File: config.mk
export PLATFORM = sky130hd
export DESIGN_NAME = double_ended_queue
export DESIGN_NICKNAME = d
export VERILOG_FILES = /design/src/hw/rtl/dq_pkg.sv /design/src/hw/rtl/dq_ring_mem.sv /design/src/hw/rtl/dq_ptr.sv /design/src/hw/rtl/double_ended_queue.sv
export VERILOG_INCLUDE_DIRS = /design/src /design/src/hw/rtl
export SDC_FILE = /design/constraint.sdc
export NUM_CORES = 1
export LEC_CHECK = 0
export BUFFER_PORTS_ARGS = -buffer_cell sky130_fd_sc_hd__buf_4
export CORE_ASPECT_RATIO = 0.5
export CORE_MARGIN = 4
export CORE_UTILIZATION = 64
export DETAILED_ROUTE_END_ITERATION = 10
export PLACE_DENSITY = 0.78
export SLEW_MARGIN = 30
export SYNTH_ARGS = -nofsm -noshare
export SYNTH_HDL_FRONTEND = slang
export SYNTH_SLANG_ARGS = --single-unit
File: constraint.sdc
create_clock -name clock -period 13.9 [get_ports clock]
set_clock_uncertainty 0.2 [all_clocks]
set_input_delay 1.39 -clock clock [delete_from_list [all_inputs] [get_ports clock]]
set_output_delay 1.39 -clock clock [all_outputs]
set_load 0.005 [all_outputs]
File: src/hw/rtl/double_ended_queue_macros.svh
// Assertion helpers for the deque RTL.
`ifndef DOUBLE_ENDED_QUEUE_MACROS_SVH
`define DOUBLE_ENDED_QUEUE_MACROS_SVH

// expr must never be true on an active clock edge
`define DQ_ASSERT_NEVER(lbl, expr) \
   lbl: assert property (@(posedge clock) disable iff (reset) !(expr)) \
      else $error("deque check failed: never");

// ante on this edge implies cons on the same edge
`define DQ_ASSERT_NOW(lbl, ante, cons) \
   lbl: assert property (@(posedge clock) disable iff (reset) (ante) |-> (cons)) \
      else $error("deque check failed: same cycle");

// ante on this edge implies cons on the next edge
`define DQ_ASSERT_NEXT(lbl, ante, cons) \
   lbl: assert property (@(posedge clock) disable iff (reset) (ante) |=> (cons)) \
      else $error("deque check failed: next cycle");

`endif

File: src/hw/rtl/dq_pkg.sv
package dq_pkg;

   localparam int DEPTH_DEFAULT      = 16;
   localparam int DATA_WIDTH_DEFAULT = 32;
   localparam int CNT_W              = 5;

   typedef enum logic [2:0] {
      ACT_PUSH_FRONT = 3'd0,
      ACT_PUSH_BACK  = 3'd1,
      ACT_POP_FRONT  = 3'd2,
      ACT_POP_BACK   = 3'd3,
      ACT_PEEK_FRONT = 3'd4,
      ACT_PEEK_BACK  = 3'd5
   } action_type;

   typedef enum logic [1:0] {
      ST_OK    = 2'd0,
      ST_EMPTY = 2'd1,
      ST_FULL  = 2'd2
   } status_type;

   typedef struct packed {
      logic [2:0]         action;
      logic signed [31:0] push_value;
   } req_type;

   typedef struct packed {
      logic signed [31:0] read_value;
      logic [1:0]         status;
      logic [CNT_W-1:0]   entry_count;
      logic               is_empty;
   } rsp_type;

   // decoded action handed from the pointer unit to the response stage
   typedef struct packed {
      logic             we;
      logic             re;
      status_type       status;
      logic [CNT_W-1:0] count;
      logic             empty;
   } op_type;

endpackage

File: src/hw/rtl/dq_ring_mem.sv
module dq_ring_mem #(
   parameter int DEPTH      = dq_pkg::DEPTH_DEFAULT,
   parameter int DATA_WIDTH = dq_pkg::DATA_WIDTH_DEFAULT
) (
   input  logic                         clock,
   input  logic                         we,
   input  logic                         re,
   input  logic [$clog2(DEPTH)-1:0]     addr,
   input  logic [DATA_WIDTH-1:0]        wdata,
   output logic [DATA_WIDTH-1:0]        rdata
);

   logic [DATA_WIDTH-1:0] mem [DEPTH];
   logic [DATA_WIDTH-1:0] rd_ff;

   always_ff @(posedge clock) begin
      if (we) begin
         mem[addr] <= wdata;
      end
   end

   always_ff @(posedge clock) begin
      if (re) begin
         rd_ff <= mem[addr];
      end
   end

   assign rdata = rd_ff;

endmodule

File: src/hw/rtl/dq_ptr.sv
module dq_ptr #(
   parameter int DEPTH = dq_pkg::DEPTH_DEFAULT
) (
   input  logic                     clock,
   input  logic                     reset,
   input  logic                     en,
   input  logic [2:0]               action,
   output logic [$clog2(DEPTH)-1:0] slot,
   output dq_pkg::op_type           op
);

   localparam int IW = $clog2(DEPTH);
   localparam int CW = $clog2(DEPTH + 1);
   localparam int SW = CW + 1;
   localparam logic [IW-1:0] LAST     = IW'(DEPTH - 1);
   localparam logic [CW-1:0] FULL_CNT = CW'(DEPTH);
   localparam logic [SW-1:0] WRAP     = SW'(DEPTH);

   logic [IW-1:0] front_ff, front_in;
   logic [CW-1:0] count_ff, count_in;
   logic [IW-1:0] front_dec, front_inc, tail, back;
   logic [SW-1:0] tail_sum;
   logic          full, empty;

   assign full      = (count_ff == FULL_CNT);
   assign empty     = (count_ff == '0);
   assign front_dec = (front_ff == '0) ? LAST : front_ff - IW'(1);
   assign front_inc = (front_ff == LAST) ? '0 : front_ff + IW'(1);
   assign tail_sum  = SW'(front_ff) + SW'(count_ff);
   assign tail      = (tail_sum >= WRAP) ? IW'(tail_sum - WRAP) : IW'(tail_sum);
   assign back      = (tail == '0) ? LAST : tail - IW'(1);

   always_comb begin
      front_in  = front_ff;
      count_in  = count_ff;
      slot      = front_ff;
      op.we     = 1'b0;
      op.re     = 1'b0;
      op.status = dq_pkg::ST_OK;
      case (action)
         dq_pkg::ACT_PUSH_FRONT, dq_pkg::ACT_PUSH_BACK: begin
            if (full) begin
               op.status = dq_pkg::ST_FULL;
            end else begin
               op.we    = 1'b1;
               count_in = count_ff + CW'(1);
               if (action == dq_pkg::ACT_PUSH_FRONT) begin
                  slot     = front_dec;
                  front_in = front_dec;
               end else begin
                  slot = tail;
               end
            end
         end
         dq_pkg::ACT_POP_FRONT, dq_pkg::ACT_POP_BACK,
         dq_pkg::ACT_PEEK_FRONT, dq_pkg::ACT_PEEK_BACK: begin
            if (empty) begin
               op.status = dq_pkg::ST_EMPTY;
            end else begin
               op.re = 1'b1;
               if (action == dq_pkg::ACT_POP_FRONT ||
                   action == dq_pkg::ACT_PEEK_FRONT) begin
                  slot = front_ff;
               end else begin
                  slot = back;
               end
               if (action == dq_pkg::ACT_POP_FRONT) begin
                  front_in = front_inc;
               end
               if (action == dq_pkg::ACT_POP_FRONT ||
                   action == dq_pkg::ACT_POP_BACK) begin
                  count_in = count_ff - CW'(1);
               end
            end
         end
         default: begin
         end
      endcase
      op.count = dq_pkg::CNT_W'(count_in);
      op.empty = (count_in == '0);
   end

   always_ff @(posedge clock) begin
      if (reset) begin
         front_ff <= '0;
         count_ff <= '0;
      end else if (en) begin
         front_ff <= front_in;
         count_ff <= count_in;
      end
   end

endmodule

File: src/hw/rtl/double_ended_queue.sv
// Channel   Ports                             Direction  Word
// request   req_valid, req_stall, req_data    in         dq_pkg::req_type
// response  rsp_valid, rsp_stall, rsp_data    out        dq_pkg::rsp_type
//
// One action is taken per cycle while req_stall is low; its response passes
// through the ring memory read register and then the output register.
// Pointers update on the accept edge, so a read in the next cycle sees the write.
// Synchronous reset empties the queue at once; the ring memory is not cleared.
// A stalled response holds the read stage, and req_stall rises with it.
`include "double_ended_queue_macros.svh"

module double_ended_queue #(
   parameter int DEPTH      = dq_pkg::DEPTH_DEFAULT,
   parameter int DATA_WIDTH = dq_pkg::DATA_WIDTH_DEFAULT
) (
   input  logic            clock,
   input  logic            reset,
   input  logic            req_valid,
   output logic            req_stall,
   input  dq_pkg::req_type req_data,
   output logic            rsp_valid,
   input  logic            rsp_stall,
   output dq_pkg::rsp_type rsp_data
);

   localparam int IW = $clog2(DEPTH);

   logic                   accept, advance;
   logic [IW-1:0]          slot;
   dq_pkg::op_type         op;
   logic [DATA_WIDTH-1:0]  rdata;
   logic signed [DATA_WIDTH-1:0] rd_s;
   logic signed [31:0]     read_ext;
   logic                   rsp_err_empty;

   logic                   s1_valid_ff, s1_valid_in;
   dq_pkg::op_type         s1_op_ff;
   logic                   out_valid_ff, out_valid_in;
   dq_pkg::rsp_type        out_ff, out_in;

   assign advance   = s1_valid_ff && (!out_valid_ff || !rsp_stall);
   assign req_stall = s1_valid_ff && out_valid_ff && rsp_stall;
   assign accept    = req_valid && !req_stall;

   dq_ptr #(.DEPTH(DEPTH)) u_ptr (
      .clock  (clock),
      .reset  (reset),
      .en     (accept),
      .action (req_data.action),
      .slot   (slot),
      .op     (op)
   );

   dq_ring_mem #(.DEPTH(DEPTH), .DATA_WIDTH(DATA_WIDTH)) u_mem (
      .clock (clock),
      .we    (accept && op.we),
      .re    (accept && op.re),
      .addr  (slot),
      .wdata (DATA_WIDTH'(req_data.push_value)),
      .rdata (rdata)
   );

   assign rd_s     = rdata;
   assign read_ext = 32'(rd_s);

   assign s1_valid_in  = accept || (s1_valid_ff && !advance);
   assign out_valid_in = advance || (out_valid_ff && rsp_stall);

   always_comb begin
      out_in             = out_ff;
      out_in.read_value  = s1_op_ff.re ? read_ext : '0;
      out_in.status      = s1_op_ff.status;
      out_in.entry_count = s1_op_ff.count;
      out_in.is_empty    = s1_op_ff.empty;
   end

   always_ff @(posedge clock) begin
      if (reset) begin
         s1_valid_ff  <= 1'b0;
         out_valid_ff <= 1'b0;
      end else begin
         s1_valid_ff  <= s1_valid_in;
         out_valid_ff <= out_valid_in;
      end
   end

   always_ff @(posedge clock) begin
      if (accept) begin
         s1_op_ff <= op;
      end
      if (advance) begin
         out_ff <= out_in;
      end
   end

   assign rsp_valid = out_valid_ff;
   assign rsp_data  = out_ff;

   assign rsp_err_empty = rsp_valid && (rsp_data.status == dq_pkg::ST_EMPTY);

   `DQ_ASSERT_NEVER(a_no_overwrite_s1, accept && s1_valid_ff && !advance)
   `DQ_ASSERT_NEVER(a_one_mem_access, op.we && op.re)
   `DQ_ASSERT_NEXT(a_advance_shows, advance, rsp_valid)
   `DQ_ASSERT_NOW(a_empty_err, rsp_err_empty, rsp_data.is_empty && rsp_data.read_value == '0)

endmodule
# After elaboration in Yosys (flattened, before gate mapping)
# Memory sizes are Yosys's and may differ from the RTL's. A register that Yosys moved wholly into a read port is not among the register bits.
# Index checks and enable logic that the tools add are counted.
dict set report totals {
  mem_bits_rw 512
  wordCells 85
  ff_bits 60
  output_inout_bits 42
  n_memories 1
  inputBits 39
}
# name words width read_ports rd_ports_with_merged_regs wr line
set memory_table {}
lappend memory_table {u_mem.mem 16 32 1 1 1 dq_ring_mem.sv:13} ;# logic [DATA_WIDTH-1:0] mem [DEPTH];
dict set report classes {
  order_cmp 1
  eq_ne 11
  addsub 7
  mux 27
  reduce_logical 26
}
# operator count
set ops {}
lappend ops {{two-way mux 4 bit} 12}
lappend ops {{one-hot mux 4 bit (2 select lines)} 2}
lappend ops {{two-way mux 5 bit} 3}
lappend ops {{subtractor 4 x 1 -> 4 bit (second input constant)} 3}
lappend ops {{logical NOT 5 bit} 2}
lappend ops {{one-hot mux 5 bit (2 select lines)} 1}
lappend ops {{logical AND 1 bit} 8}
lappend ops {{logical NOT 4 bit} 2}
lappend ops {{two-way mux 1 bit} 7}
lappend ops {{adder 4 x 5 -> 6 bit} 1}
lappend ops {{equality test 3 x 2 -> 1 bit (second input constant)} 2}
lappend ops {{equality test 3 bit (second input constant)} 2}
lappend ops {{>= comparator 6 x 5 -> 1 bit (second input constant)} 1}
lappend ops {{AND reduction 6 bit} 1}
lappend ops {{adder 5 x 1 -> 5 bit (second input constant)} 1}
lappend ops {{equality test 5 bit (second input constant)} 1}
lappend ops {{logical OR 1 bit} 5}
lappend ops {{subtractor 5 x 1 -> 5 bit (second input constant)} 1}
lappend ops {{adder 4 x 1 -> 4 bit (second input constant)} 1}
lappend ops {{equality test 4 bit (second input constant)} 1}
lappend ops {{logical NOT 1 bit} 4}
lappend ops {{inequality test 2 x 1 -> 1 bit (second input constant)} 2}
lappend ops {{inequality test 2 bit (second input constant)} 2}
lappend ops {{one-hot mux 2 bit (2 select lines)} 1}
lappend ops {{6 further kinds} 6}

# Longest topological paths before layout
dict set report depth {
  word_depth 8
  mapped_depth 12
  mapped_depth_nobuf 10
}

# Modules after synthesis
# Synthesis repeated with hierarchy kept, for this count alone.
dict set report hier_totals {
  cells_unflattened 1109
  hier_area_um2 23327.4
}
# module seq_area_each_um2 n_inst area_each_um2 cells_per_inst
set by_module_without_submodules {}
lappend by_module_without_submodules {dq_ring_mem 16335.7 1 20183.1 840}
lappend by_module_without_submodules {double_ended_queue 1511.4 1 1824.2 96}
lappend by_module_without_submodules {dq_ptr 180.2 1 1320.0 173}

# Least setup slack after synthesis
# Ideal clock, no wire load.
dict set report synth_path {
  path_kind {in2reg}
  startpoint {in req_data[34] (netlist name)}
  endpoint {mem u_mem.mem[0][0] (netlist name), enable pin}
  setup_time_ns 0.421
  t_required_ns 13.279
  n_path_buf 4
  t_arrival_ns 4.623
  setup_slack_ns 8.656
  cell_stages 10
  cell_sequence {buf_2 xnor2_1 nor2_1 or2_4 a221o_1 buf_2 buf_2 buf_2 nand3b_1 nor2_1}
}
dict set report synth_between {
  elab_chain_cells 6
  elab_cells_between_ends 18
  cone_classes {eq/ne (5); mux (8); reduce/logical (5)}
}
# item line
set synth_rtl {}
lappend synth_rtl {{start, declared} double_ended_queue.sv:20} ;# input dq_pkg::req_type req_data,
lappend synth_rtl {{equality test 3 x 1 -> 1 bit or logical NOT 3 bit (tied branches)} {dq_ptr.sv:40, dq_ptr.sv:47}}
lappend synth_rtl {{OR reduction 2 bit} dq_ptr.sv:40} ;# case (action)
lappend synth_rtl {{two-way mux 1 bit} dq_ptr.sv:40}
lappend synth_rtl {{logical AND 1 bit} double_ended_queue.sv:56} ;# .we (accept && op.we),
lappend synth_rtl {{two-way mux 1 bit} dq_ring_mem.sv:17} ;# if (we) begin
lappend synth_rtl {{two-way mux 1 bit (not written as such)} dq_ring_mem.sv:18} ;# mem[addr] <= wdata;
lappend synth_rtl {{end, declared} dq_ring_mem.sv:13}
# Several ways; a longest one is shown, not always the timed one.

# Worst setup path after layout
dict set report layout_path {
  startpoint {in req_data[34] (netlist name)}
  endpoint {mem u_mem.mem[15][25] (netlist name), enable pin}
}
# Same word-level chain as after synthesis.

==> run_results.csv <==
group,metric,value,unit
logic_synthesis,syn_avg_cell_area,20.0,um2
timing,fmax,0.194,GHz
global_route,grt_pass1_vias,12239,
critical_path,crit_path_max_incr_delay,680,ps
layout,area_growth,11.8,%
power,vdd_ir_drop_max,0.0747,mV
layout,stdcell_area,0.0262,mm2
floorplan,fp.dieArea,0.0399,mm2
critical_path,r2r_setup_slack,8820,ps
critical_path,worst_r2r_startpoint,"u_ptr.front_ff[0]",
drt,drc,0,
global_route,gr-max-usage-layer,"met2",
timing,grt_setup_unrepaired,"no",
drt,route.detailed.wl_per_inst,29.8,um
timing,period_needed,5150,ps
critical_path,crit_required,13920,ps
hold_path,min-delay-start,"out_in[2]",
timing,max_slew_margin,35.6,%
logic_synthesis,synth.top_cell.area_share,76.1,%
place,placed_cells,1691,
timing,final.setup.tns,0,ps
timing,hold_ws,218,ps
critical_path,path_class,"input port to flip-flop",
global_route,grt_pass1_wl,78800,um
logic_synthesis,synth_ff_type,"edfxtp_1",
logic_synthesis,synth_fa_ha_area_share,0.513,%
floorplan,io_pins,81,
logic_synthesis,ys_seq_elements,604,
timing,setup_ws,8750,ps
logic_synthesis,synth_edf_count,593,
clocking,clk_path_buf_depth,3,
global_route,antenna_found_initial,0,
clocking,hold_buffers,0,
layout,fillCellCount,2002,
clocking,cts_buffers,48,
place,io_buffers,80,
timing,tightest_slew,966,ps
critical_path,crit_fanout,66,
timing,finalSetupViolCount,0,
drt,via_per_inst,6.79,
floorplan,start_util,65.0,%
place,pre_cts_ws,8160,ps
drt,dr_total_vias,12045,
global_route,gr-usage-met1,38.0,%
drt,ant_nets,0,
status,status,"complete, no violations",
logic_synthesis,yosysWarnings,0,
floorplan,rows,49,
global_route,use_met2,43.8,%
logic_synthesis,synth_top_cell_by_area,"edfxtp_1",
critical_path,endpoint_kind,"flip-flop",
power,total_power,3.83,mW
layout,layout.nets,1306,
critical_path,crit_path_frequent_cell,"buf_4",
logic_synthesis,syn-cell-area,0.0234,mm2
logic_synthesis,synth_cells,1170,
layout,stdcell_count,1775,
drt,initialDrtViolationCount,1558,
clocking,clock-sinks,604,
logic_synthesis,ys_async_sr_fraction,0,%
clocking,clk_latency,580,ps
clocking,clk_pin_slew_worst_paths,60,ps
layout,final_common_cell,"edfxtp_1",
floorplan,die_h,143,um
logic_synthesis,synth-compound-area-share,1.51,%
layout,final_cell_mix,"edfxtp_1, nand3_1, mux4_2",
critical_path,crit_path_start,"req_data[34]",
timing,hold_violations,0,
critical_path,crit_slowest_cell,"buf_4",
critical_path,r2r-end,"u_mem.mem[15][25]",
timing,fin_crit_sh,37.0,%
critical_path,r2r_cells,10,
logic_synthesis,synth_area_leaders,"edfxtp_1, mux4_2, nand3_1",
critical_path,critPathArrivalTime,5170,ps
logic_synthesis,synth_top_family_by_area,"multiplexers",
critical_path,critical_path.cell_chain,"buf_4 > nor3_1 > nor2b_1 > a211oi_1 > a221o_2 > buf_4 > nand2_1 > nor2_4 > buf_4",
drt,totalWireLength,52900,um
place,gp_congestion,0.860,
logic_synthesis,seq_area_frac_synth,77.0,%
logic_synthesis,synth-simple-area-share,6.37,%
clocking,cts_tree,"yes",
global_route,grt-ovfl-total,0,
floorplan,die_w,278,um
drt,dr.pass1.iters,5,
hold_path,hold_path_class,"flip-flop to flip-flop",
global_route,grt_max_degree,70,
place,post-dp-hpwl,26400,um
job,cap_violations,0,
clocking,postCtsSetupBuffers,0,
place,placed_area,0.0247,mm2
clocking,root_buffer,"clkbuf_16",
logic_synthesis,synthMuxAreaShare,12.4,%
timing,drv_slew,0,
clocking,cts_resized,0,
critical_path,start_kind,"input port",
logic_synthesis,yosysUniqueCellTypes,52,
global_route,grt_usage,27.0,%
power,p_leak,8.37,nW
global_route,use_met3,6.22,%
layout,antennaDiodeCount,0,
critical_path,endpoint,"u_mem.mem[15][25]",
logic_synthesis,synth_xor_area_share,0.444,%
logic_synthesis,synth_nets,1218,
layout,drive_gt1_share,25.4,%
layout,fin_util,72.7,%
power,powerDensity,146,mW/mm2
floorplan,core_area,0.0360,mm2
clocking,h-tree-depth,2,
[cell type report]
| cell class | instances | area (um2) | share of cell area [%] |
|---|---|---|---|
| clock buffer | 63 | 1280 | 4.89 |
| clock inverter | 20 | 203 | 0.774 |
| inverter | 11 | 41.3 | 0.158 |
| multi-input combinational | 485 | 5150 | 19.7 |
| sequential | 604 | 18000 | 68.9 |
| tap | 484 | 606 | 2.31 |
| timing repair buffer | 108 | 867 | 3.31 |
[sequential cells by signal (all words and copies together), names as in the netlist]
name            cells
out_in              8
rsp_data           40
rsp_valid           1
s1_op_ff            1
s1_valid_ff         1
u_mem.mem         512
u_mem.rdata        32
u_ptr.count_ff      5
u_ptr.front_ff      4
[cells by family (layout without fill, tap and decap cells)]
family          count (synthesis)  count (layout)
xor+xnor                       11              11
fa+ha+maj                       9               9
compound gates                 49              49
buf+inv                        81             202
simple gates                  286             286
mux                           130             130
flops                         604             604
[how the worst min path moves through the flow]
stage                        to  slack, ps  cells past startpoint
finish              rsp_data[2]        220                      0
global route        rsp_data[5]        230                      0
CTS                 rsp_data[2]        220                      0
detailed placement  rsp_data[2]        210                      0
global placement    rsp_data[1]        200                      0
floorplan           rsp_data[0]        200                      0
[synth_stat cells (3+ instances only)]
library cell / number
edfxtp_1: 593
nand3_1: 137
mux4_2: 128
nor2_1: 38
clkbuf_1: 36
and2_1: 34
nand4_1: 32
nand2_1: 20
buf_2: 18
a21oi_1: 11
dfxtp_1: 11
inv_1: 10
o21ai_0: 9
buf_6: 8
ha_1: 8
xnor2_1: 8
nor3_1: 7
buf_4: 5
nor2b_1: 4
a211oi_1: 3
a22oi_1: 3
buf_1: 3
nor3b_1: 3
o21a_1: 3
o31ai_1: 3
[critical path, delay by kind of cell]
kind            cells  cell delay, ps
compound gates      2             660
simple gates        4            1650
buf+inv             3            1340
[power by group]
part / total [mW] / leakage (nW) / switching (mW) / internal [mW]
Combinational: 0.438 / 2.18 / 0.255 / 0.184
Clock: 1.33 / 0.723 / 0.611 / 0.722
Sequential: 2.06 / 5.47 / 0.0126 / 2.05
Total: 3.83 / 8.37 / 0.878 / 2.95
[routing by layer]
layer	wire [um]	vias up	part of all wire, %
li1	-	4955	-
met1	20200	6231	38
met2	25800	747	49
met3	5460	112	10
met4	1440	0	2.7
met5	0	-	0
No activity file was read; power rests on OpenSTA's default activity.
